===== config.mk =====
export PLATFORM = sky130hd
export DESIGN_NAME = prltt_ctrl
export DESIGN_NICKNAME = d
export VERILOG_FILES = /design/src/prltt_pkg.sv /design/src/prltt_ctrl.sv
export VERILOG_INCLUDE_DIRS = /design/src /design/src/src
export SDC_FILE = /design/constraint.sdc
export NUM_CORES = 1
export LEC_CHECK = 0
export ABC_AREA = 0
export BUFFER_PORTS_ARGS = -buffer_cell sky130_fd_sc_hd__buf_4
export CORE_AREA = 2 2 39 41
export CTS_CLUSTER_SIZE = 24
export DETAILED_ROUTE_END_ITERATION = 10
export DIE_AREA = 0 0 41 43
export PLACE_DENSITY = 0.59
export RECOVER_POWER = 100
export SYNTH_ARGS = -nofsm -noshare
export SYNTH_HDL_FRONTEND = slang
export SYNTH_SLANG_ARGS = --single-unit

===== constraint.sdc =====
create_clock -name clk -period 4.8 [get_ports clk]
set_clock_uncertainty 0.05 [all_clocks]
set_input_delay 0.24 -clock clk [delete_from_list [all_inputs] [get_ports clk]]
set_output_delay 0.24 -clock clk [all_outputs]
set_load 0.02 [all_outputs]

===== src/assert_macros.svh =====
// assertion macros shared by the rotor model rtl
`ifndef ASSERT_MACROS_SVH
`define ASSERT_MACROS_SVH

// antecedent implies consequent in the same cycle
`define ASSERT_IMPLIES(lbl, ante, cons, msg) \
  lbl: assert property (@(posedge clk) disable iff (rst) (ante) |-> (cons)) \
    else $error(msg);

// antecedent implies consequent in the next cycle
`define ASSERT_NEXT(lbl, ante, cons, msg) \
  lbl: assert property (@(posedge clk) disable iff (rst) (ante) |=> (cons)) \
    else $error(msg);

`endif


===== src/prltt_pkg.sv =====
// shared types, step codes, register indexes and the exp table of the rotor model
package prltt_pkg;

  // exp(-x) table over 0 <= x <= 16
  localparam int EXP_TABLE_DEPTH = 64;
  localparam int EXP_SPAN        = 16;
  localparam int IDX_W           = $clog2(EXP_TABLE_DEPTH);
  localparam int TAB_AW          = $clog2(EXP_TABLE_DEPTH + 1);
  localparam logic [63:0] Q30_ONE = 64'h4000_0000;

  typedef logic [16:0]       exp_val_t;
  typedef logic [TAB_AW-1:0] tab_addr_t;
  typedef exp_val_t          exp_tab_t [0:EXP_TABLE_DEPTH];

  // constant divider for n^2 = rpm^2 / 60^2
  localparam int SEC_PER_MIN = 60;
  localparam int RPM_SQ_DIV  = SEC_PER_MIN * SEC_PER_MIN;
  localparam int DIV_REM_W   = $clog2(RPM_SQ_DIV);
  localparam int SQ_W        = 64;
  localparam int DIV_DIGIT   = 8;
  localparam int DIV_STEPS   = SQ_W / DIV_DIGIT;
  localparam int DIV_CNT_W   = $clog2(DIV_STEPS + 1);

  localparam logic [16:0] ONE_Q16    = 17'h1_0000;
  localparam logic [32:0] ONE_Q32    = 33'h1_0000_0000;
  localparam logic [47:0] THRUST_MAX = 48'hFFFF_FFFF_FFFF;
  localparam logic [46:0] TORQUE_MAX = 47'h7FFF_FFFF_FFFF;

  // configuration register indexes
  localparam int CFG_IDX_W = 4;
  typedef logic [CFG_IDX_W-1:0] cfg_idx_t;
  localparam cfg_idx_t CFG_BATTERY_VOLTAGE    = 4'd0;
  localparam cfg_idx_t CFG_MOTOR_KV           = 4'd1;
  localparam cfg_idx_t CFG_ROTATION_DIRECTION = 4'd2;
  localparam cfg_idx_t CFG_PROPELLER_DIAMETER = 4'd3;
  localparam cfg_idx_t CFG_THRUST_COEFFICIENT = 4'd4;
  localparam cfg_idx_t CFG_TORQUE_COEFFICIENT = 4'd5;
  localparam cfg_idx_t CFG_RESPONSE_RATE      = 4'd6;
  localparam cfg_idx_t CFG_INITIAL_RPM        = 4'd7;

  // datapath step codes, issued in this order
  typedef logic [4:0] step_t;
  localparam step_t S_TGT1 = 5'd0;
  localparam step_t S_TGT2 = 5'd1;
  localparam step_t S_X    = 5'd2;
  localparam step_t S_P    = 5'd3;
  localparam step_t S_TAB  = 5'd4;
  localparam step_t S_E1   = 5'd5;
  localparam step_t S_E2   = 5'd6;
  localparam step_t S_BL   = 5'd7;
  localparam step_t S_R1   = 5'd8;
  localparam step_t S_R2   = 5'd9;
  localparam step_t S_R3   = 5'd10;
  localparam step_t S_SQ   = 5'd11;
  localparam step_t S_D2   = 5'd12;
  localparam step_t S_D4   = 5'd13;
  localparam step_t S_D5   = 5'd14;
  localparam step_t S_C1   = 5'd15;
  localparam step_t S_KT   = 5'd16;
  localparam step_t S_C2   = 5'd17;
  localparam step_t S_KQ   = 5'd18;
  localparam step_t S_T00  = 5'd19;
  localparam step_t S_T01  = 5'd20;
  localparam step_t S_T10  = 5'd21;
  localparam step_t S_T11  = 5'd22;
  localparam step_t S_TS1  = 5'd23;
  localparam step_t S_TS2  = 5'd24;
  localparam step_t S_Q00  = 5'd25;
  localparam step_t S_Q01  = 5'd26;
  localparam step_t S_Q10  = 5'd27;
  localparam step_t S_Q11  = 5'd28;
  localparam step_t S_QS1  = 5'd29;
  localparam step_t S_QS2  = 5'd30;
  localparam step_t S_FIN  = 5'd31;

  typedef struct packed {
    logic  load;
    logic  step_en;
    step_t step;
    logic  div_start;
  } prltt_cmd_t;

  typedef struct packed {
    logic div_busy;
  } prltt_sts_t;

  // exp(-f) in q2.30 by a truncated series, clamped to [0, 1]
  function automatic logic [63:0] exp_neg_q30(input logic [63:0] f);
    logic [63:0]    term;
    longint signed  sum;
    term = Q30_ONE;
    sum  = longint'(Q30_ONE);
    for (int k = 1; k <= 20; k++) begin
      term = ((term * f) >> 30) / 64'(k);
      if ((k % 2) == 1) sum = sum - longint'(term);
      else sum = sum + longint'(term);
    end
    if (sum < 0) sum = 0;
    if (sum > longint'(Q30_ONE)) sum = longint'(Q30_ONE);
    return 64'(sum);
  endfunction

  // table entry i = exp(-16*i/depth) in q.16, built at elaboration
  function automatic exp_tab_t build_exp_tab();
    exp_tab_t    tab;
    logic [63:0] e1;
    logic [63:0] num;
    logic [63:0] n;
    logic [63:0] rem;
    logic [63:0] s;
    logic [63:0] en;
    e1 = exp_neg_q30(Q30_ONE);
    for (int i = 0; i <= EXP_TABLE_DEPTH; i++) begin
      num = 64'(EXP_SPAN) * 64'(i);
      n   = num / 64'(EXP_TABLE_DEPTH);
      rem = num % 64'(EXP_TABLE_DEPTH);
      s   = exp_neg_q30((rem << 30) / 64'(EXP_TABLE_DEPTH));
      en  = Q30_ONE;
      for (longint j = 0; j < longint'(n); j++) begin
        en = (en * e1 + (Q30_ONE >> 1)) >> 30;
      end
      tab[i] = 17'((s * en + (64'd1 << 43)) >> 44);
    end
    return tab;
  endfunction

  localparam exp_tab_t EXP_TAB = build_exp_tab();

endpackage


===== src/prltt_ctrl.sv =====
// rotor model controller: accepts items, sequences datapath steps, owns the result valid
`include "assert_macros.svh"

module prltt_ctrl (
  input  logic                   clk,
  input  logic                   rst,
  input  logic                   s_tvalid,
  output logic                   s_tready,
  output logic                   m_tvalid,
  input  logic                   m_tready,
  output prltt_pkg::prltt_cmd_t  cmd,
  input  prltt_pkg::prltt_sts_t  sts
);

  localparam logic ST_IDLE = 1'b0;
  localparam logic ST_RUN  = 1'b1;

  logic              state;
  prltt_pkg::step_t  step;
  logic              out_valid;
  logic              stall;
  logic              fin_go;

  // wait for the quotient, and for room in the result register
  assign stall = (step == prltt_pkg::S_T00 && sts.div_busy) ||
                 (step == prltt_pkg::S_FIN && out_valid && !m_tready);

  assign s_tready      = (state == ST_IDLE);
  assign cmd.load      = s_tvalid && s_tready;
  assign cmd.step_en   = (state == ST_RUN) && !stall;
  assign cmd.step      = step;
  assign cmd.div_start = (state == ST_RUN) && (step == prltt_pkg::S_D2);
  assign fin_go        = cmd.step_en && (step == prltt_pkg::S_FIN);
  assign m_tvalid      = out_valid;

  always_ff @(posedge clk) begin
    if (rst) begin
      state     <= ST_IDLE;
      step      <= prltt_pkg::S_TGT1;
      out_valid <= 1'b0;
    end else begin
      case (state)
        ST_IDLE: begin
          if (cmd.load) begin
            state <= ST_RUN;
            step  <= prltt_pkg::S_TGT1;
          end
        end
        ST_RUN: begin
          if (fin_go) state <= ST_IDLE;
          if (cmd.step_en) step <= prltt_pkg::step_t'(step + 1'b1);
        end
        default: state <= ST_IDLE;
      endcase
      if (fin_go) out_valid <= 1'b1;
      else if (m_tready) out_valid <= 1'b0;
    end
  end

  `ASSERT_IMPLIES(a_fin_room, fin_go, !out_valid || m_tready, "result overwritten")
  `ASSERT_IMPLIES(a_div_free, cmd.div_start, !sts.div_busy, "divider restarted while busy")
  `ASSERT_IMPLIES(a_quot_done, cmd.step_en && step == prltt_pkg::S_T00, !sts.div_busy,
                  "quotient used before done")
  `ASSERT_NEXT(a_accept_run, cmd.load, state == ST_RUN && step == prltt_pkg::S_TGT1,
               "accepted item did not start")

endmodule


==> results.cfg, run 1 <==
[cts]
cts_buffers = 3
cts_tree = built
postCtsHoldBufs = 0
postCtsResizedCells = 0
clkTransAtPathRegs_ns = 0.06
htree_levels = 1
cts.sinks = 7
clockRootBuffer = clkbuf_4
postCtsSetupRepairBufs = 0
max-clock-path-buffers = 2
clock_latency_ns = 0.26

[synth]
yosys.area_share.simple_pct = 27.0
yosysWarnings = 0
synth_compound_area_share_pct = 19.7
synth_top_family_by_area = simple AND/OR/NAND/NOR gates
avgSynthCellArea_um2 = 8.39
synth.mux.area_fraction_pct = 0
synthDistinctLibCells = 21
synth_nets = 55
synth-xor-area-share_pct = 0
netlist_instances = 47
synth_fa_ha_area_share_pct = 9.52
ys_ff_latch = 7
syn_area_um2 = 394
yosysSeqAreaShare_pct = 35.6

[final_layout]
drive_gt1_share_pct = 18.8
finalInstanceArea_um2 = 484
nNetsFinal = 73
nFillCells = 159
final_common_cell = clkbuf_1
syn_to_final_growth_pct = 22.9
final_cell_mix = clkbuf_1, dfxtp_1, nand3_1
diodes = 0

[grt]
antenna_found_initial = 0
overflow = 0
grt_first_pass_wirelength_mm = 1.54
grt_start_max_net_pins = 9
grtUsageTotal_pct = 13.6
first_global_vias = 351

[power_and_ir_drop]
cell_internal_pwr_uw = 97.3
power_leakage_uw = 0.000191
pwr_density_cell_mw_per_mm2 = 283
power_frac_comb_pct = 12.6
ir_drop_mv = 0.150
seqPwrFrac_pct = 45.1
clockPowerShare_pct = 42.3
p_switching_uw = 39.7
p_sw_share_pct = 29.0

[drt]
ant_nets = 0
drt_first_iter_violations = 7
drcViolationCount = 0
wl_met2_um = 438
drt-pass1-iter-count = 4
num_vias = 405
vias_per_cell = 5.06
wl_met3_um = 87
wl_met1_um = 433
wl_per_cell_um = 12.3
route.top_layer_used = met4
finalWirelength_um = 987

[floorplanning]
die_w_um = 41
rows = 14
pin_count = 15
core_area_mm2 = 0.00138
die_h_um = 43
die-area_mm2 = 0.00176
start_util_pct = 28.5

[placement]
place_area_um2 = 515
dp_hpwl_um = 690
gp_congestion = 0.798
portBuffers = 14

[timing]
fin_crit_ns = 2.68
finalHoldViolCount = 0
maxSlewViolCount = 0
setup_tns_ns = 0
slew_headroom_pct = 58.7
hold_ws_ns = 0.154
worst_pin_slew_ns = 0.616
finalCritPeriodShare_pct = 55.8
fmax_ghz = 0.373
rsz0062_at_grt = no
setup_viol = 0

[setup_path]
r2r-end = m_tvalid
setup.worst_path.class = reg2out
reg2regPathDepth = 8
worst-path-max-fanout = 8
cp.arrival_ns = 2.39
end_kind = output port
r2r_setup_slack_ns = 2.48
required_ns = 4.51
start_kind = register
r2r_start = step[1]

[hold_path]
worstHoldEndpoint = step[3]
worstHoldPathType = in2reg
holdPathStages = 2
hold_start = rst

[status]
status = complete, no violations

[flow_run]
cap_violations = 0
worst max-delay path by stage:
stage | from | to | cells past startpoint
2_1_floorplan | step[0] | step[3] | 7
3_3_place_gp | step[0] | step[3] | 7
3_5_place_dp | step[0] | step[3] | 7
4_1_cts | step[1] | cmd[6] | 7
5_1_grt | step[0] | cmd[6] | 7
6_report | step[1] | cmd[6] | 7
cell families after synthesis:
family | count (synthesis)
adders and majority gates | 3
and+or+nand+nor | 20
AOI/OAI and AO/OA | 9
DFF | 7
buffers and inverters | 8
layout make-up:
cell class                      count  area [um2]  share of cell area, %
Multi-Input combinational cell     32         203                   41.9
Timing Repair Buffer               14        67.6                   14.0
Sequential cell                     7         140                   28.9
Inverter                            7        27.5                   5.68
Tap cell                           16        20.0                   4.13
Clock buffer                        4        26.3                   5.43
registers in the layout, summed over array words and instances (netlist names):
| signal | cells |
|---|---|
| step | 5 |
| m_tvalid | 1 |
| state | 1 |
worst max-delay path, cell delays in order, from the launching register on:
cell and delay (ns):
dfxtp_1 0.41, ha_1 0.22, and3_2 0.19, ha_1 0.18, nand3b_1 0.09, o211ai_1 0.30, clkinvlp_2 0.47, clkbuf_1 0.26
per-stage QoR:
step           std cells  setup slack, ns  utilization, %  total power [uW]
2_1_floorplan         47             2.81               -              75.0
3_3_place_gp          76             2.82            37.3              84.0
3_5_place_dp          76             2.79            37.3              84.2
4_1_cts               80             2.64            39.2               141
6_report              80             2.12            35.0               137
5_1_grt               80             1.86            35.0               143
power groups by stage:
stage | Clock, uW | Sequential (uW) | Combinational [uW]
2_1_floorplan | 0 | 64.0 | 11.0
3_3_place_gp | 0 | 63.0 | 21.0
3_5_place_dp | 0 | 63.3 | 20.9
4_1_cts | 58.3 | 62.0 | 20.9
5_1_grt | 61.9 | 62.0 | 19.3
6_report | 57.9 | 61.8 | 17.3
layer usage:
layer	global-route usage [%]	up-vias
li1	-	199
met1	15.5	185
met2	19.7	16
met3	4.71	5
met4	10.0	0
met5	0	-
cell usage after synthesis (all sizes together):
cell / count / share of area (%)
buf: 1 / 0.95
a21oi: 4 / 5.1
inv: 7 / 7.3
and3: 1 / 1.9
or3: 1 / 1.9
nor2b: 1 / 1.6
nand4: 1 / 1.6
nand3b: 1 / 1.9
a211oi: 1 / 3.2
dfxtp: 7 / 36
ha: 3 / 9.5
a31oi: 1 / 1.6
or3b: 1 / 2.9
o211ai: 1 / 5.4
o2111ai: 1 / 2.2
nor2: 3 / 2.9
nand3: 6 / 7.6
nand2: 5 / 4.8
o41ai: 1 / 2.2
Power figures use the tool's default switching activity.
==> run 2, diff against run 1 <==
- PLACE_DENSITY: 0.59 -> 0.61
- clock period: 4.8 -> 2.33 ns (I/O delays scaled with it)
==> run 2 against run 1 <==
Net effect: hold slack lost 0.11 ns; final area up 3.1%; cell count unchanged; utilization up 1.1 points.
==> results.cfg, run 2 (same netlist as run 1, synthesis figures left out) <==
[timing]
setup_viol = 0
fin_crit_ns = 2.06
setup_tns_ns = 0
maxSlewViolCount = 0
rsz0062_at_grt = no
worst_pin_slew_ns = 0.334
slew_headroom_pct = 77.6
worst_slack_ns = 0.268
finalHoldViolCount = 0
fmax_ghz = 0.485
finalCritPeriodShare_pct = 88.5

[cts]
postCtsSetupRepairBufs = 0
cts.sinks = 7
postCtsResizedCells = 0
clkTransAtPathRegs_ns = 0.06
cts_tree = built
clock_latency_ns = 0.25
postCtsHoldBufs = 0
clockRootBuffer = clkbuf_4
max-clock-path-buffers = 2
htree_levels = 1
cts_buffers = 3

[drt]
drt-pass1-iter-count = 3
num_vias = 386
vias_per_cell = 4.83
drt_first_iter_violations = 4
ant_nets = 0
finalWirelength_um = 929
wl_per_cell_um = 11.6
drcViolationCount = 0

[final_layout]
final_cell_mix = clkbuf_1, dfxtp_1, nand3_1
final_common_cell = clkbuf_1
largest_reg_flops = 5
drive_gt1_share_pct = 20.3
nFillCells = 176
top_register = step
diodes = 0
syn_to_final_growth_pct = 26.7
nNetsFinal = 73

[floorplanning]
start_util_pct = 28.5
pin_count = 15
core_area_mm2 = 0.00138
rows = 14
die_w_um = 41
die-area_mm2 = 0.00176
die_h_um = 43

[setup_path]
critPathLaunch = step[0]
r2r_start = step[0]
required_ns = 2.16
cp_slowest_cell = dfxtp_1
start_kind = register
path_cells = ha_1 -> and3_2 -> ha_1 -> nand3b_1 -> o211ai_4 -> inv_4 -> clkbuf_1
reg2regPathDepth = 7
cp.arrival_ns = 1.90
r2r-end = step[3]
setup.worst_path.class = reg2out
worst-path-max-fanout = 8
slowest_delay_ns = 0.34
r2r_setup_slack_ns = 0.32
crit_top_cell = ha_1
end_kind = output port

[grt]
overflow = 0
grt_first_pass_wirelength_mm = 1.44
grt_start_max_net_pins = 9
first_global_vias = 345
grtUsageTotal_pct = 12.5
antenna_found_initial = 0

[power_and_ir_drop]
cell_internal_pwr_uw = 201
pwr_density_cell_mw_per_mm2 = 557
p_sw_share_pct = 27.5
ir_drop_mv = 0.212
p_switching_uw = 76.5
power_frac_comb_pct = 13.5
power_leakage_uw = 0.000199
clockPowerShare_pct = 40.6
seqPwrFrac_pct = 45.9

[placement]
portBuffers = 14
gp_congestion = 0.745
post-place-ws_ns = 0.320
dp_hpwl_um = 699

[flow_run]
cap_violations = 0

[hold_path]
hold_start = rst
worstHoldPathType = in2reg
worstHoldEndpoint = step[0]
holdPathStages = 2

[status]
status = complete, no violations
-- run 2: cell types whose count changed in the layout (fill, tap and decap cells not counted) --
cell,change
inv_4,+1
clkinvlp_2,-1
o211ai_4,+1
o211ai_1,-1
-- run 2: how the worst max path moves through the flow --
| stage | depth (start not counted) | end | slack (ns) |
|---|---|---|---|
| after CTS | 7 | step[3] | 0.30 |
| after global placement | 7 | step[3] | 0.34 |
| final | 7 | cmd[6] | 0.27 |
| after detailed placement | 7 | step[3] | 0.32 |
| after global routing | 7 | cmd[6] | 0.1 |
| after floorplan | 7 | step[3] | 0.34 |
-- run 2: critical path, delay by kind of cell (launching register included) --
kind                       cells  cell delay [ns]
DFF                            1             0.34
buffers and inverters          2             0.35
AOI/OAI and AO/OA              1             0.15
adders and majority gates      2             0.44
and+or+nand+nor                2             0.36
-- run 2: metrics by stage --
| stage | cell area, um2 | cells | utilization, % | total power [uW] | hold slack [ns] |
|---|---|---|---|---|---|
| floorplan | 394 | 47 | - | 154 | 0.269 |
| global placement | 515 | 76 | 37.3 | 173 | 0.304 |
| detailed placement | 515 | 76 | 37.3 | 174 | 0.306 |
| CTS | 542 | 80 | 39.2 | 289 | 0.0341 |
| global route | 499 | 80 | 36.1 | 294 | 0.0381 |
| finish | 499 | 80 | 36.1 | 278 | 0.0426 |
-- run 2: area by class of cell --
type                       instances  area, um2  area share (%)
tap                               16       20.0            4.01
timing repair buffer              14       67.6            13.5
inverter                           7       28.8            5.76
multi-input combinational         32        216            43.4
sequential                         7        140            28.1
clock buffer                       4       26.3            5.26
-- run 2: layer usage --
metal	track usage [%]	wire length (um)	vias up
li1	-	-	198
met1	17.4	430	175
met2	16.3	421	13
met3	3.14	77	0
met4	8.00	0	0
met5	0	0	-
-- run 2: power groups by stage --
| stage | Sequential [uW] | Combinational [uW] | Clock [uW] |
|---|---|---|---|
| 2_1_floorplan | 132 | 22.6 | 0 |
| 3_3_place_gp | 130 | 42.8 | 0 |
| 3_5_place_dp | 130 | 43.4 | 0 |
| 4_1_cts | 128 | 43.5 | 118 |
| 5_1_grt | 128 | 42.3 | 124 |
| 6_report | 127 | 37.7 | 113 |
==> run 3, diff against run 2 <==
- CTS_BUF_LIST: unset -> sky130_fd_sc_hd__clkbuf_16
==> run 3 against run 2 <==
Net effect: clock power grew to 2.5 times the previous value; sequential power is essentially flat; utilization grew 3.8 points; power is 63% higher; register-to-register slack is essentially flat; critical path depth stayed put; combinational power about the same; via count grew 2.1%; count of clock-buffer cells in the layout decreased by 1; critical path type unchanged; largest power group is now the clock network.
==> results.cfg, run 3 (same netlist as run 1, synthesis figures left out) <==
[setup_path]
slowest_delay_ns = 0.33
setup.worst_path.class = reg2out
cp.arrival_ns = 1.88
crit_top_cell = ha_1
crit_family = adder cells
path_cells = ha_1 -> and3_2 -> ha_1 -> nand3b_1 -> o211ai_4 -> inv_4 -> clkbuf_1
critPathLaunch = step[0]
worst-path-max-fanout = 8
cp_slowest_cell = dfxtp_1
required_ns = 2.16
r2r_start = step[0]
crit_buf_inv = 2
start_kind = register
end_kind = output port

[cts]
postCtsHoldBufs = 0
max-clock-path-buffers = 2
cts_buffers = 3
htree_levels = 1
postCtsSetupRepairBufs = 0
clkTransAtPathRegs_ns = 0.04
clock_latency_ns = 0.23
cts_tree = built
cts.sinks = 7
postCtsResizedCells = 0
clockRootBuffer = clkbuf_16

[grt]
antenna_found_initial = 0
grtUsageTotal_pct = 13.0
overflow = 0
grt_first_pass_wirelength_mm = 1.50
first_global_vias = 343
grt_start_max_net_pins = 9

[timing]
fin_crit_ns = 2.04
setup_viol = 0
slew_headroom_pct = 77.6
fmax_ghz = 0.489
maxSlewViolCount = 0
worst_pin_slew_ns = 0.334
hold_ws_ns = 0.0625
setup_tns_ns = 0
finalHoldViolCount = 0
finalCritPeriodShare_pct = 87.7
rsz0062_at_grt = no

[power_and_ir_drop]
ir_drop_mv = 0.340
power_leakage_uw = 0.000226
pwr_density_cell_mw_per_mm2 = 819

[flow_run]
cap_violations = 0

[final_layout]
multi_input_area_um2 = 216
final_cell_mix = clkbuf_1, dfxtp_1, inv_1, nand3_1, nand2_1
final_common_cell = clkbuf_1
nNetsFinal = 73
nFillCells = 167
largest_reg_flops = 5
final-seq-area_um2 = 140
drive_gt1_share_pct = 20.3
diodes = 0
syn_to_final_growth_pct = 40.0
top_register = step

[drt]
drcViolationCount = 0
finalWirelength_um = 949
drt_first_iter_violations = 7
num_vias = 394
ant_nets = 0
wl_per_cell_um = 11.9
vias_per_cell = 4.93
drt-pass1-iter-count = 4

[status]
status = complete, no violations

[floorplanning]
die-area_mm2 = 0.00176
die_h_um = 43
core_area_mm2 = 0.00138
pin_count = 15
start_util_pct = 28.5
die_w_um = 41
rows = 14

[placement]
dp_hpwl_um = 699
gp_congestion = 0.745
portBuffers = 14

[hold_path]
worstHoldPathType = in2reg
hold_start = rst
[run 3: cell count changes in the layout (fill, tap and decap cells not counted), sizes merged]
cell,change
clkbuf,-1
inv,+1
[run 3: final timing paths]
| check | end | slack, ns | cells past startpoint |
|---|---|---|---|
| worst min-delay path | step[0] | 0.06 | 2 |
| worst max-delay path | cmd[6] | 0.29 | 7 |
| worst min register to register | step[1] | 0.47 | 2 |
| worst max register to register | step[3] | 0.32 | 7 |
[run 3: per-stage QoR]
stage | area, um2 | util [%] | setup WS, ns | std cells | power, uW
floorplan | 394 | - | 0.335 | 47 | 154
global placement | 515 | 37.3 | 0.343 | 76 | 173
detailed placement | 515 | 37.3 | 0.320 | 76 | 174
CTS | 594 | 42.9 | 0.304 | 80 | 467
global route | 552 | 39.9 | 0.130 | 80 | 472
finish | 552 | 39.9 | 0.286 | 80 | 452
[run 3: layout make-up]
class                           count  share of cell area, %
Sequential cell                     7                   25.4
Timing Repair Buffer               14                   12.2
Tap cell                           16                   3.63
Multi-Input combinational cell     32                   39.2
Clock buffer                        3                   13.6
Inverter                            7                   5.22
Clock inverter                      1                  0.680
[run 3: layer usage]
metal	track usage, %	wire length [um]	up-vias
met5	0	0	-
met4	8.00	0	0
met3	4.71	78	0
met2	17.2	429	13
met1	17.1	441	182
li1	-	-	199
[run 3: report_power, final]
group	switching [uW]	leakage (uW)	total, uW	internal [uW]
registers	4.46	0.0000570	128	124
clock network	62.9	0.0000423	286	223
logic	24.9	0.000127	37.7	12.8
total	92.3	0.000226	452	360
[run 3: worst register-to-register path: cells and delay by family, from the launching register on]
family | cells | cell delay (ns)
AND/OR/NAND/NOR | 3 | 0.83
flip-flops | 1 | 0.33
adder cells (fa/ha/maj) | 2 | 0.45
AO/OA/AOI/OAI | 2 | 0.28
