### src/assert_macros.svh
// assertion macros shared by the rotor model rtl
`ifndef ASSERT_MACROS_SVH
`define ASSERT_MACROS_SVH

// antecedent implies consequent in the same cycle
`define ASSERT_IMPLIES(lbl, ante, cons, msg) \
  lbl: assert property (@(posedge clk) disable iff (rst) (ante) |-> (cons)) \
    else $error(msg);

// antecedent implies consequent in the next cycle
`define ASSERT_NEXT(lbl, ante, cons, msg) \
  lbl: assert property (@(posedge clk) disable iff (rst) (ante) |=> (cons)) \
    else $error(msg);

`endif

### src/prltt_pkg.sv
// shared types, step codes, register indexes and the exp table of the rotor model
package prltt_pkg;

  // exp(-x) table over 0 <= x <= 16
  localparam int EXP_TABLE_DEPTH = 64;
  localparam int EXP_SPAN        = 16;
  localparam int IDX_W           = $clog2(EXP_TABLE_DEPTH);
  localparam int TAB_AW          = $clog2(EXP_TABLE_DEPTH + 1);
  localparam logic [63:0] Q30_ONE = 64'h4000_0000;

  typedef logic [16:0]       exp_val_t;
  typedef logic [TAB_AW-1:0] tab_addr_t;
  typedef exp_val_t          exp_tab_t [0:EXP_TABLE_DEPTH];

  // constant divider for n^2 = rpm^2 / 60^2
  localparam int SEC_PER_MIN = 60;
  localparam int RPM_SQ_DIV  = SEC_PER_MIN * SEC_PER_MIN;
  localparam int DIV_REM_W   = $clog2(RPM_SQ_DIV);
  localparam int SQ_W        = 64;
  localparam int DIV_DIGIT   = 8;
  localparam int DIV_STEPS   = SQ_W / DIV_DIGIT;
  localparam int DIV_CNT_W   = $clog2(DIV_STEPS + 1);

  localparam logic [16:0] ONE_Q16    = 17'h1_0000;
  localparam logic [32:0] ONE_Q32    = 33'h1_0000_0000;
  localparam logic [47:0] THRUST_MAX = 48'hFFFF_FFFF_FFFF;
  localparam logic [46:0] TORQUE_MAX = 47'h7FFF_FFFF_FFFF;

  // configuration register indexes
  localparam int CFG_IDX_W = 4;
  typedef logic [CFG_IDX_W-1:0] cfg_idx_t;
  localparam cfg_idx_t CFG_BATTERY_VOLTAGE    = 4'd0;
  localparam cfg_idx_t CFG_MOTOR_KV           = 4'd1;
  localparam cfg_idx_t CFG_ROTATION_DIRECTION = 4'd2;
  localparam cfg_idx_t CFG_PROPELLER_DIAMETER = 4'd3;
  localparam cfg_idx_t CFG_THRUST_COEFFICIENT = 4'd4;
  localparam cfg_idx_t CFG_TORQUE_COEFFICIENT = 4'd5;
  localparam cfg_idx_t CFG_RESPONSE_RATE      = 4'd6;
  localparam cfg_idx_t CFG_INITIAL_RPM        = 4'd7;

  // datapath step codes, issued in this order
  typedef logic [4:0] step_t;
  localparam step_t S_TGT1 = 5'd0;
  localparam step_t S_TGT2 = 5'd1;
  localparam step_t S_X    = 5'd2;
  localparam step_t S_P    = 5'd3;
  localparam step_t S_TAB  = 5'd4;
  localparam step_t S_E1   = 5'd5;
  localparam step_t S_E2   = 5'd6;
  localparam step_t S_BL   = 5'd7;
  localparam step_t S_R1   = 5'd8;
  localparam step_t S_R2   = 5'd9;
  localparam step_t S_R3   = 5'd10;
  localparam step_t S_SQ   = 5'd11;
  localparam step_t S_D2   = 5'd12;
  localparam step_t S_D4   = 5'd13;
  localparam step_t S_D5   = 5'd14;
  localparam step_t S_C1   = 5'd15;
  localparam step_t S_KT   = 5'd16;
  localparam step_t S_C2   = 5'd17;
  localparam step_t S_KQ   = 5'd18;
  localparam step_t S_T00  = 5'd19;
  localparam step_t S_T01  = 5'd20;
  localparam step_t S_T10  = 5'd21;
  localparam step_t S_T11  = 5'd22;
  localparam step_t S_TS1  = 5'd23;
  localparam step_t S_TS2  = 5'd24;
  localparam step_t S_Q00  = 5'd25;
  localparam step_t S_Q01  = 5'd26;
  localparam step_t S_Q10  = 5'd27;
  localparam step_t S_Q11  = 5'd28;
  localparam step_t S_QS1  = 5'd29;
  localparam step_t S_QS2  = 5'd30;
  localparam step_t S_FIN  = 5'd31;

  typedef struct packed {
    logic  load;
    logic  step_en;
    step_t step;
    logic  div_start;
  } prltt_cmd_t;

  typedef struct packed {
    logic div_busy;
  } prltt_sts_t;

  // exp(-f) in q2.30 by a truncated series, clamped to [0, 1]
  function automatic logic [63:0] exp_neg_q30(input logic [63:0] f);
    logic [63:0]    term;
    longint signed  sum;
    term = Q30_ONE;
    sum  = longint'(Q30_ONE);
    for (int k = 1; k <= 20; k++) begin
      term = ((term * f) >> 30) / 64'(k);
      if ((k % 2) == 1) sum = sum - longint'(term);
      else sum = sum + longint'(term);
    end
    if (sum < 0) sum = 0;
    if (sum > longint'(Q30_ONE)) sum = longint'(Q30_ONE);
    return 64'(sum);
  endfunction

  // table entry i = exp(-16*i/depth) in q.16, built at elaboration
  function automatic exp_tab_t build_exp_tab();
    exp_tab_t    tab;
    logic [63:0] e1;
    logic [63:0] num;
    logic [63:0] n;
    logic [63:0] rem;
    logic [63:0] s;
    logic [63:0] en;
    e1 = exp_neg_q30(Q30_ONE);
    for (int i = 0; i <= EXP_TABLE_DEPTH; i++) begin
      num = 64'(EXP_SPAN) * 64'(i);
      n   = num / 64'(EXP_TABLE_DEPTH);
      rem = num % 64'(EXP_TABLE_DEPTH);
      s   = exp_neg_q30((rem << 30) / 64'(EXP_TABLE_DEPTH));
      en  = Q30_ONE;
      for (longint j = 0; j < longint'(n); j++) begin
        en = (en * e1 + (Q30_ONE >> 1)) >> 30;
      end
      tab[i] = 17'((s * en + (64'd1 << 43)) >> 44);
    end
    return tab;
  endfunction

  localparam exp_tab_t EXP_TAB = build_exp_tab();

endpackage

### src/prltt_div3600.sv
// constant divider by 60 squared, eight quotient bits per cycle
module prltt_div3600 (
  input  logic                         clk,
  input  logic                         rst,
  input  logic                         start,
  input  logic [prltt_pkg::SQ_W-1:0]   dividend,
  output logic                         busy,
  output logic [prltt_pkg::SQ_W-1:0]   quotient
);

  logic [prltt_pkg::SQ_W-1:0]      num;
  logic [prltt_pkg::SQ_W-1:0]      num_next;
  logic [prltt_pkg::DIV_REM_W-1:0] rem;
  logic [prltt_pkg::DIV_REM_W-1:0] rem_next;
  logic [prltt_pkg::DIV_CNT_W-1:0] cnt;

  // restoring steps; quotient bits shift in where dividend bits leave
  always_comb begin : digit
    logic [prltt_pkg::DIV_REM_W:0] t;
    num_next = num;
    rem_next = rem;
    for (int k = 0; k < prltt_pkg::DIV_DIGIT; k++) begin
      t        = {rem_next, num_next[prltt_pkg::SQ_W-1]};
      num_next = {num_next[prltt_pkg::SQ_W-2:0], 1'b0};
      if (t >= (prltt_pkg::DIV_REM_W+1)'(prltt_pkg::RPM_SQ_DIV)) begin
        t           = t - (prltt_pkg::DIV_REM_W+1)'(prltt_pkg::RPM_SQ_DIV);
        num_next[0] = 1'b1;
      end
      rem_next = t[prltt_pkg::DIV_REM_W-1:0];
    end
  end

  always_ff @(posedge clk) begin
    if (rst) begin
      cnt <= '0;
    end else if (start) begin
      cnt <= prltt_pkg::DIV_CNT_W'(prltt_pkg::DIV_STEPS);
    end else if (cnt != '0) begin
      cnt <= cnt - 1'b1;
    end
  end

  always_ff @(posedge clk) begin
    if (start) begin
      num <= dividend;
      rem <= '0;
    end else if (cnt != '0) begin
      num <= num_next;
      rem <= rem_next;
    end
  end

  assign busy     = (cnt != '0);
  assign quotient = num;

endmodule

### src/prltt_datapath.sv
// rotor model datapath: config registers, shared multiplier, operand and result registers
module prltt_datapath (
  input  logic                   clk,
  input  logic                   rst,
  input  prltt_pkg::prltt_cmd_t  cmd,
  output prltt_pkg::prltt_sts_t  sts,
  input  logic [55:0]            s_tdata,
  output logic [127:0]           m_tdata,
  input  logic                   cfg_we,
  input  prltt_pkg::cfg_idx_t    cfg_index,
  input  logic [31:0]            cfg_data
);

  // configuration
  logic [15:0] battery_voltage;
  logic [15:0] motor_kv;
  logic [1:0]  rotation_direction;
  logic [15:0] propeller_diameter;
  logic [15:0] thrust_coefficient;
  logic [15:0] torque_coefficient;
  logic [15:0] response_rate;
  logic [31:0] rotor_rpm;

  // captured item
  logic [16:0] throttle;
  logic [19:0] time_step;
  logic [15:0] air_density;

  // intermediates
  logic [32:0]                   t1;
  logic [31:0]                   target;
  logic [35:0]                   x;
  logic                          xbig;
  logic [31:0]                   fr;
  logic [prltt_pkg::IDX_W-1:0]   idx;
  logic [16:0]                   ta;
  logic [16:0]                   tb;
  logic [48:0]                   ea;
  logic [48:0]                   eb;
  logic [16:0]                   blend;
  logic [48:0]                   ra;
  logic [48:0]                   rb;
  logic [63:0]                   sq;
  logic [31:0]                   d2;
  logic [31:0]                   d4;
  logic [31:0]                   d5;
  logic [31:0]                   c1;
  logic [31:0]                   c2;
  logic [63:0]                   kt;
  logic [63:0]                   kq;
  logic [63:0]                   pp0;
  logic [63:0]                   pp1;
  logic [63:0]                   pp2;
  logic [63:0]                   pp3;
  logic [64:0]                   mid;
  logic [47:0]                   thrust_mag;
  logic [46:0]                   tq_mag;

  // result register
  logic [47:0] thrust_out;
  logic [47:0] torque_out;
  logic [31:0] rpm_out;

  logic [32:0]               mul_a;
  logic [32:0]               mul_b;
  logic [65:0]               prod;
  logic [49:0]               esum;
  logic [17:0]               e_val;
  logic [16:0]               e_clamp;
  logic [49:0]               rsum;
  logic [127:0]              full;
  logic [63:0]               n2;
  logic                      div_busy;
  prltt_pkg::tab_addr_t      tab_a0;
  prltt_pkg::tab_addr_t      tab_a1;

  prltt_div3600 u_div (
    .clk      (clk),
    .rst      (rst),
    .start    (cmd.div_start),
    .dividend (sq),
    .busy     (div_busy),
    .quotient (n2)
  );

  assign sts.div_busy = div_busy;

  // operand select for the shared multiplier
  always_comb begin
    mul_a = '0;
    mul_b = '0;
    case (cmd.step)
      prltt_pkg::S_TGT1: begin mul_a = 33'(throttle);       mul_b = 33'(motor_kv);           end
      prltt_pkg::S_TGT2: begin mul_a = t1;                  mul_b = 33'(battery_voltage);    end
      prltt_pkg::S_X:    begin mul_a = 33'(response_rate);  mul_b = 33'(time_step);          end
      prltt_pkg::S_P:    begin
        mul_a = 33'(x[31:0]);
        mul_b = 33'(prltt_pkg::EXP_TABLE_DEPTH);
      end
      prltt_pkg::S_E1:   begin mul_a = 33'(ta);  mul_b = prltt_pkg::ONE_Q32 - 33'(fr);       end
      prltt_pkg::S_E2:   begin mul_a = 33'(tb);             mul_b = 33'(fr);                 end
      prltt_pkg::S_R1:   begin
        mul_a = 33'(rotor_rpm);
        mul_b = 33'(prltt_pkg::ONE_Q16 - blend);
      end
      prltt_pkg::S_R2:   begin mul_a = 33'(target);         mul_b = 33'(blend);              end
      prltt_pkg::S_SQ:   begin mul_a = 33'(rotor_rpm);      mul_b = 33'(rotor_rpm);          end
      prltt_pkg::S_D2:   begin mul_a = 33'(propeller_diameter); mul_b = 33'(propeller_diameter); end
      prltt_pkg::S_D4:   begin mul_a = 33'(d2);             mul_b = 33'(d2);                 end
      prltt_pkg::S_D5:   begin mul_a = 33'(d4);             mul_b = 33'(propeller_diameter); end
      prltt_pkg::S_C1:   begin mul_a = 33'(thrust_coefficient); mul_b = 33'(air_density);    end
      prltt_pkg::S_KT:   begin mul_a = 33'(c1);             mul_b = 33'(d4);                 end
      prltt_pkg::S_C2:   begin mul_a = 33'(torque_coefficient); mul_b = 33'(air_density);    end
      prltt_pkg::S_KQ:   begin mul_a = 33'(c2);             mul_b = 33'(d5);                 end
      prltt_pkg::S_T00:  begin mul_a = 33'(kt[31:0]);  mul_b = 33'(n2[31:0]);  end
      prltt_pkg::S_T01:  begin mul_a = 33'(kt[31:0]);  mul_b = 33'(n2[63:32]); end
      prltt_pkg::S_T10:  begin mul_a = 33'(kt[63:32]); mul_b = 33'(n2[31:0]);  end
      prltt_pkg::S_T11:  begin mul_a = 33'(kt[63:32]); mul_b = 33'(n2[63:32]); end
      prltt_pkg::S_Q00:  begin mul_a = 33'(kq[31:0]);  mul_b = 33'(n2[31:0]);  end
      prltt_pkg::S_Q01:  begin mul_a = 33'(kq[31:0]);  mul_b = 33'(n2[63:32]); end
      prltt_pkg::S_Q10:  begin mul_a = 33'(kq[63:32]); mul_b = 33'(n2[31:0]);  end
      prltt_pkg::S_Q11:  begin mul_a = 33'(kq[63:32]); mul_b = 33'(n2[63:32]); end
      default: begin
        mul_a = '0;
        mul_b = '0;
      end
    endcase
  end

  assign prod = {33'b0, mul_a} * {33'b0, mul_b};

  // interpolation sum, clamped to one
  assign esum    = {1'b0, ea} + {1'b0, eb};
  assign e_val   = esum[49:32];
  assign e_clamp = (e_val > 18'(prltt_pkg::ONE_Q16)) ? prltt_pkg::ONE_Q16 : e_val[16:0];

  assign rsum = {1'b0, ra} + {1'b0, rb};

  // 128-bit product from four partials
  assign full = {pp3, pp0} + {31'b0, mid, 32'b0};

  assign tab_a0 = prltt_pkg::tab_addr_t'(idx);
  assign tab_a1 = prltt_pkg::tab_addr_t'(idx) + prltt_pkg::tab_addr_t'(1);

  // configuration and rotor state
  always_ff @(posedge clk) begin
    if (rst) begin
      battery_voltage    <= '0;
      motor_kv           <= '0;
      rotation_direction <= '0;
      propeller_diameter <= '0;
      thrust_coefficient <= '0;
      torque_coefficient <= '0;
      response_rate      <= '0;
      rotor_rpm          <= '0;
    end else begin
      if (cmd.step_en && cmd.step == prltt_pkg::S_R3) begin
        rotor_rpm <= rsum[47:16];
      end
      if (cfg_we) begin
        case (cfg_index)
          prltt_pkg::CFG_BATTERY_VOLTAGE:    battery_voltage    <= cfg_data[15:0];
          prltt_pkg::CFG_MOTOR_KV:           motor_kv           <= cfg_data[15:0];
          prltt_pkg::CFG_ROTATION_DIRECTION: rotation_direction <= cfg_data[1:0];
          prltt_pkg::CFG_PROPELLER_DIAMETER: propeller_diameter <= cfg_data[15:0];
          prltt_pkg::CFG_THRUST_COEFFICIENT: thrust_coefficient <= cfg_data[15:0];
          prltt_pkg::CFG_TORQUE_COEFFICIENT: torque_coefficient <= cfg_data[15:0];
          prltt_pkg::CFG_RESPONSE_RATE:      response_rate      <= cfg_data[15:0];
          prltt_pkg::CFG_INITIAL_RPM:        rotor_rpm          <= cfg_data;
          default: ;
        endcase
      end
    end
  end

  // item capture and per-step results
  always_ff @(posedge clk) begin
    if (cmd.load) begin
      throttle    <= s_tdata[16:0];
      time_step   <= s_tdata[36:17];
      air_density <= s_tdata[52:37];
    end
    if (cmd.step_en) begin
      case (cmd.step)
        prltt_pkg::S_TGT1: t1 <= prod[32:0];
        prltt_pkg::S_TGT2: target <= prod[48] ? 32'hFFFF_FFFF : prod[47:16];
        prltt_pkg::S_X:    x <= prod[35:0];
        prltt_pkg::S_P: begin
          xbig <= (x[35:32] != 4'd0);
          fr   <= prod[31:0];
          idx  <= prod[32 +: prltt_pkg::IDX_W];
        end
        prltt_pkg::S_TAB: begin
          ta <= prltt_pkg::EXP_TAB[tab_a0];
          tb <= prltt_pkg::EXP_TAB[tab_a1];
        end
        prltt_pkg::S_E1:  ea <= prod[48:0];
        prltt_pkg::S_E2:  eb <= prod[48:0];
        prltt_pkg::S_BL:  blend <= xbig ? prltt_pkg::ONE_Q16 : prltt_pkg::ONE_Q16 - e_clamp;
        prltt_pkg::S_R1:  ra <= prod[48:0];
        prltt_pkg::S_R2:  rb <= prod[48:0];
        prltt_pkg::S_SQ:  sq <= prod[63:0];
        prltt_pkg::S_D2:  d2 <= prod[31:0];
        prltt_pkg::S_D4:  d4 <= prod[63:32];
        prltt_pkg::S_D5:  d5 <= prod[47:16];
        prltt_pkg::S_C1:  c1 <= prod[31:0];
        prltt_pkg::S_KT:  kt <= prod[63:0];
        prltt_pkg::S_C2:  c2 <= prod[31:0];
        prltt_pkg::S_KQ:  kq <= prod[63:0];
        prltt_pkg::S_T00, prltt_pkg::S_Q00: pp0 <= prod[63:0];
        prltt_pkg::S_T01, prltt_pkg::S_Q01: pp1 <= prod[63:0];
        prltt_pkg::S_T10, prltt_pkg::S_Q10: pp2 <= prod[63:0];
        prltt_pkg::S_T11, prltt_pkg::S_Q11: pp3 <= prod[63:0];
        prltt_pkg::S_TS1, prltt_pkg::S_QS1: mid <= {1'b0, pp1} + {1'b0, pp2};
        prltt_pkg::S_TS2:
          thrust_mag <= (full[127:108] != '0) ? prltt_pkg::THRUST_MAX : full[107:60];
        prltt_pkg::S_QS2:
          tq_mag <= (full[127:107] != '0) ? prltt_pkg::TORQUE_MAX : full[106:60];
        prltt_pkg::S_FIN: begin
          thrust_out <= thrust_mag;
          rpm_out    <= rotor_rpm;
          // zero direction gives no torque; any negative code flips the sign
          if (rotation_direction == 2'b00) torque_out <= '0;
          else if (rotation_direction[1]) torque_out <= 48'd0 - {1'b0, tq_mag};
          else torque_out <= {1'b0, tq_mag};
        end
        default: ;
      endcase
    end
  end

  assign m_tdata = {rpm_out, torque_out, thrust_out};

endmodule

### config.mk
export PLATFORM = sky130hd
export DESIGN_NAME = prltt_datapath
export DESIGN_NICKNAME = d
export VERILOG_FILES = /design/src/assert_macros.svh /design/src/prltt_pkg.sv /design/src/prltt_div3600.sv /design/src/prltt_datapath.sv
export SDC_FILE = /design/constraint.sdc
export NUM_CORES = 2
export LEC_CHECK = 0
export ABC_CLOCK_PERIOD_IN_PS = 10800
export BUFFER_PORTS_ARGS = -buffer_cell sky130_fd_sc_hd__buf_2
export CORE_AREA = 2 2 654 656
export CTS_BUF_LIST = sky130_fd_sc_hd__clkbuf_16
export DETAILED_ROUTE_END_ITERATION = 6
export DIE_AREA = 0 0 656 658
export GPL_TIMING_DRIVEN = 1
export SYNTH_ARGS = -nofsm -noshare
export SYNTH_HDL_FRONTEND = slang
export SYNTH_SLANG_ARGS = --single-unit
### constraint.sdc
create_clock -name clk -period 10.8 [get_ports clk]
set_clock_uncertainty 0.05 [all_clocks]
set_input_delay 0.54 -clock clk [delete_from_list [all_inputs] [get_ports clk]]
set_output_delay 0.54 -clock clk [all_outputs]
set_load 0.05 [all_outputs]
==> impl.org <==
** STA
- Worst-margin pin slew :: 1.37 ns
- Setup total negative slack on the finished layout was measured at -87.39 ns.
- Worst slew margin :: 8.53%
- Setup repair after global routing could not meet its margin everywhere.
- The number of pins with negative max-slew slack in the final report is 0.
- Setup slack on the critical path of the routed design comes to -0.777 ns.
- The hold violation total from the final report came to 0.
- For the finished layout, the period the worst path requires is 11.58 ns.
- Count of endpoints failing setup in the final report :: 221
- Max Fclk :: 0.0864 GHz
- The worst path uses 107% of the clock period.

** Logic synthesis
- The share of the Yosys chip area taken by registers is 43.3%.
- Post-synth cell types :: 102
- The mapped netlist covers 102000 sq um.
- For this run, asynchronously set or reset flops after synthesis account for 0%.
- The Yosys step of the flow raised 0 warnings.
- Post-Syn Area per Cell :: 11.3 sq um
- Number of flops mapped to enable cells by yosys :: 1366
- In the synthesized netlist the dominant register cell turns out to be sky130_fd_sc_hd__edfxtp_1.
- Yosys reg bits :: 1512
- Post-Synthesis Cells :: around 9000

** Worst setup path
- The setup check on the worst reg-to-reg path leaves a slack of -0.78 ns.
- Most numerous cell on the critical path :: sky130_fd_sc_hd__fa_1
- The number of cells on the worst reg-to-reg path is 44.
- Startpoint kind of the worst setup timing path :: register
- Endpoint of the lowest-slack register-to-register path :: kq[56]
- The critical path is of the register to register type.
- On the worst path, the slowest cell contributes a delay of between 0.5 and 0.6 ns.
- Of all nets on the critical path, the largest fanout is 6.
- Critical-path top delay cell :: sky130_fd_sc_hd__fa_1
- Critical path endpoint :: kq[56]
- CP required :: 11.31 ns
- Data on the critical path arrives at its endpoint at 12.09 ns.
- Worst Setup End Kind :: register
- The startpoint identified for the worst register-to-register timing path is fr[7].
- Start point of the critical path :: fr[7]

** Final layout
- Area of combinational cells with multiple inputs :: 53900 sq um
- Area used by sequential logic in the layout :: 43900 sq um
- After the flow finishes, the layout carries non-filler instances totaling 15729.
- Highest-count cells in the layout ignoring fill and taps :: sky130_fd_sc_hd__nand2_1, sky130_fd_sc_hd__edfxtp_1, sky130_fd_sc_hd__inv_1
- After routing the design area is 124000 sq um.
- The library cell used most frequently in the layout, excluding fill and tap cells, is sky130_fd_sc_hd__nand2_1.
- Fraction of final layout cells with drive strength greater than 1 :: 17.1%
- Layout area overhead :: 22.0%
- Counting the fill cells in the layout gives 43605.
- The net count of the finished layout is 11489.

** Placement
- Worst slack at placement :: -1.56 ns
- Cell area reported after detailed placement :: 117000 sq um
- Counting tap cells, the placed design contains a total of between 15000 and 20000 instances.
- Number of I/O port buffers :: 228
- Post-detailed-placement half-perimeter wirelength :: 279 mm
- Routability-driven placement finished with a final weighted congestion of 0.977.

** Route
- For this run, design rule violations remaining after detail routing come to 28.
- Vias after detailed routing :: 75652
- In the final routed layout, each cell accounts on average for ~23 um.
- Detailed Routing Iterations Pass 1 :: 7
- Iteration-0 DRC count of the detailed router :: between 9000 and 10000
- Sum of routed wire length over all layers :: approximately 370 mm
- Vias/cell :: 4.81
- Detail Route Antenna Nets :: 0

** Clocking
- H-tree lvl count :: 4
- Buffers inserted during clock tree synthesis total about 150.
- Clock buffer depth :: 4
- Reg clk slew, reported paths :: 0.07 ns
- TritonCTS built the clock tree.
- The clock drives 1512 sinks.
- Clock Root Buffer :: sky130_fd_sc_hd__clkbuf_16
- Source-to-sink clock delay at the later pin of the worst-skew pair :: about 0.83 ns

** Status
- The flow ran to the end, but the final reports show violations.
- The checks that failed: design-rule violations, negative setup slack.

** GRT
- Number of antenna violations at the first check in global routing :: 65
- The first global-routing pass estimated 527 mm of wire.
- Number of global-route vias before repair :: 75141
- GRT Residual Overflow :: 0
- Maximum number of pins on one net before global-route repair :: 126
- GRT Overall Usage :: 16.5%

** Run
- Total of max-cap violations :: 0

** Worst hold path
- Class of the tightest hold or removal check :: input pin to register
- The startpoint identified for the worst hold timing path is s_tdata[36].

** Die
- Die span in y :: around 660 um
- Starting density of the core :: about a quarter
- For this design the top-level I/O count stands at 232.
- The floorplan has 240 rows.
- The die covers 432000 sq um.
- Measured along the x axis, the die boundary spans 656 um.
- Placeable Area :: roughly 430000 sq um
==> cell families after synthesis <==
kind of cell | share of synthesized area, %
adders and majority gates | 25.2
AOI/OAI and AO/OA | 9.82
buffers and inverters | 5.44
DFF | 43.3
xor gates and xnor gates | 2.66
muxes | 1.48
and+or+nand+nor | 12.2
other | 0.00739
==> state kept, by name (all words and copies together), names as in the netlist, 36 cells and up <==
register	count
mid	65
kq	64
kt	64
pp1	64
pp2	64
pp3	64
sq	64
u_div.quotient	64
ea	49
eb	49
ra	48
rb	48
thrust_mag	48
thrust_out	48
torque_out	48
tq_mag	47
x	36
==> through the flow <==
step | util [%] | hold WS (ns)
floorplan | - | 0.350
global placement | 27.5 | 0.353
detailed placement | 27.5 | 0.355
CTS | 28.9 | 0.00389
global route | 29.1 | 0.0227
finish | 29.2 | 0.0107
==> worst max-delay path, delay by kind of cell (launching register included) <==
family | cells | cell delay, ns
adders and majority gates | 9 | 4.18
AOI/OAI and AO/OA | 8 | 1.53
and+or+nand+nor | 13 | 3.51
buffers and inverters | 12 | 1.42
DFF | 1 | 0.38
xor gates and xnor gates | 2 | 0.27
==> synth_stat cells (17+ instances only) <==
master | n | share of area (%)
sky130_fd_sc_hd__a222oi_1 | 93 | 0.92
sky130_fd_sc_hd__nand2_1 | 1403 | 5.2
sky130_fd_sc_hd__o31ai_1 | 17 | 0.13
sky130_fd_sc_hd__nor3_1 | 133 | 0.66
sky130_fd_sc_hd__nor4_1 | 42 | 0.26
sky130_fd_sc_hd__a22o_1 | 66 | 0.57
sky130_fd_sc_hd__mux2i_1 | 66 | 0.65
sky130_fd_sc_hd__o21ai_0 | 223 | 1.1
sky130_fd_sc_hd__clkbuf_1 | 407 | 1.5
sky130_fd_sc_hd__or4_1 | 22 | 0.16
sky130_fd_sc_hd__nor2_1 | 340 | 1.3
sky130_fd_sc_hd__and3_1 | 54 | 0.33
sky130_fd_sc_hd__or2_2 | 30 | 0.18
sky130_fd_sc_hd__o211ai_1 | 38 | 0.28
sky130_fd_sc_hd__a21o_1 | 102 | 0.75
sky130_fd_sc_hd__mux2_2 | 68 | 0.75
sky130_fd_sc_hd__o21bai_1 | 25 | 0.18
sky130_fd_sc_hd__xnor2_1 | 192 | 1.7
sky130_fd_sc_hd__nor2b_1 | 136 | 0.84
sky130_fd_sc_hd__dfxtp_1 | 146 | 2.9
sky130_fd_sc_hd__xor2_1 | 115 | 0.99
sky130_fd_sc_hd__o21a_1 | 26 | 0.19
sky130_fd_sc_hd__nand4_1 | 63 | 0.39
sky130_fd_sc_hd__a211oi_1 | 71 | 0.52
sky130_fd_sc_hd__and2_1 | 147 | 0.91
sky130_fd_sc_hd__a22oi_1 | 131 | 0.97
sky130_fd_sc_hd__nand3_1 | 129 | 0.64
sky130_fd_sc_hd__a21oi_1 | 343 | 1.7
sky130_fd_sc_hd__or3_1 | 58 | 0.36
sky130_fd_sc_hd__fa_1 | 958 | 19
sky130_fd_sc_hd__edfxtp_1 | 1366 | 40
sky130_fd_sc_hd__inv_1 | 1026 | 3.8
sky130_fd_sc_hd__a221oi_1 | 53 | 0.46
sky130_fd_sc_hd__a311oi_1 | 19 | 0.16
sky130_fd_sc_hd__ha_1 | 509 | 6.3
sky130_fd_sc_hd__buf_1 | 24 | 0.089
sky130_fd_sc_hd__nand2b_1 | 89 | 0.55
sky130_fd_sc_hd__a31oi_1 | 41 | 0.25
==> worst min path at each step <==
stage | endpoint | slack (ns) | cells past startpoint
after detailed placement | thrust_out[41] | 0.35 | 0
after global routing | time_step[19] | 0.02 | 1
after CTS | rotor_rpm[20] | 0.004 | 3
after global placement | thrust_out[11] | 0.35 | 0
final | time_step[19] | 0.01 | 1
after floorplan | thrust_out[0] | 0.35 | 0
==> per-layer routing <==
layer  vias to the layer above  GRT usage (%)  share of wire (%)
met5                         -              0              0.036
met4                        20           8.11                5.8
li1                      32899              -                  -
met3                       811           3.40                 10
met2                      3904           25.9                 44
met1                     38018           21.7                 40
==> cell type report <==
cell class / instances / area share [%]
Antenna cell: 11 / 0.0222
Sequential cell: 1512 / 35.5
Inverter: 1027 / 3.12
Timing Repair Buffer: 1168 / 8.15
Tap cell: 5687 / 5.74
Multi-Input combinational cell: 6059 / 43.5
Clock buffer: 155 / 3.13
Clock inverter: 110 / 0.872
==> repair_timing <==
action / in CTS / in global routing
endpoints found under the hold margin: 59 / 0
gates cloned: 0 / 5
buffers inserted: 24 / 18
endpoints found under the setup margin: 279 / 357
gates resized for setup: 75 / 102
pin swaps: 48 / 38
hold buffers: 59 / 0
Power is left out: the tool's default activity adds up to more than one toggle a clock period on the data nets, which glitch-free logic cannot reach.
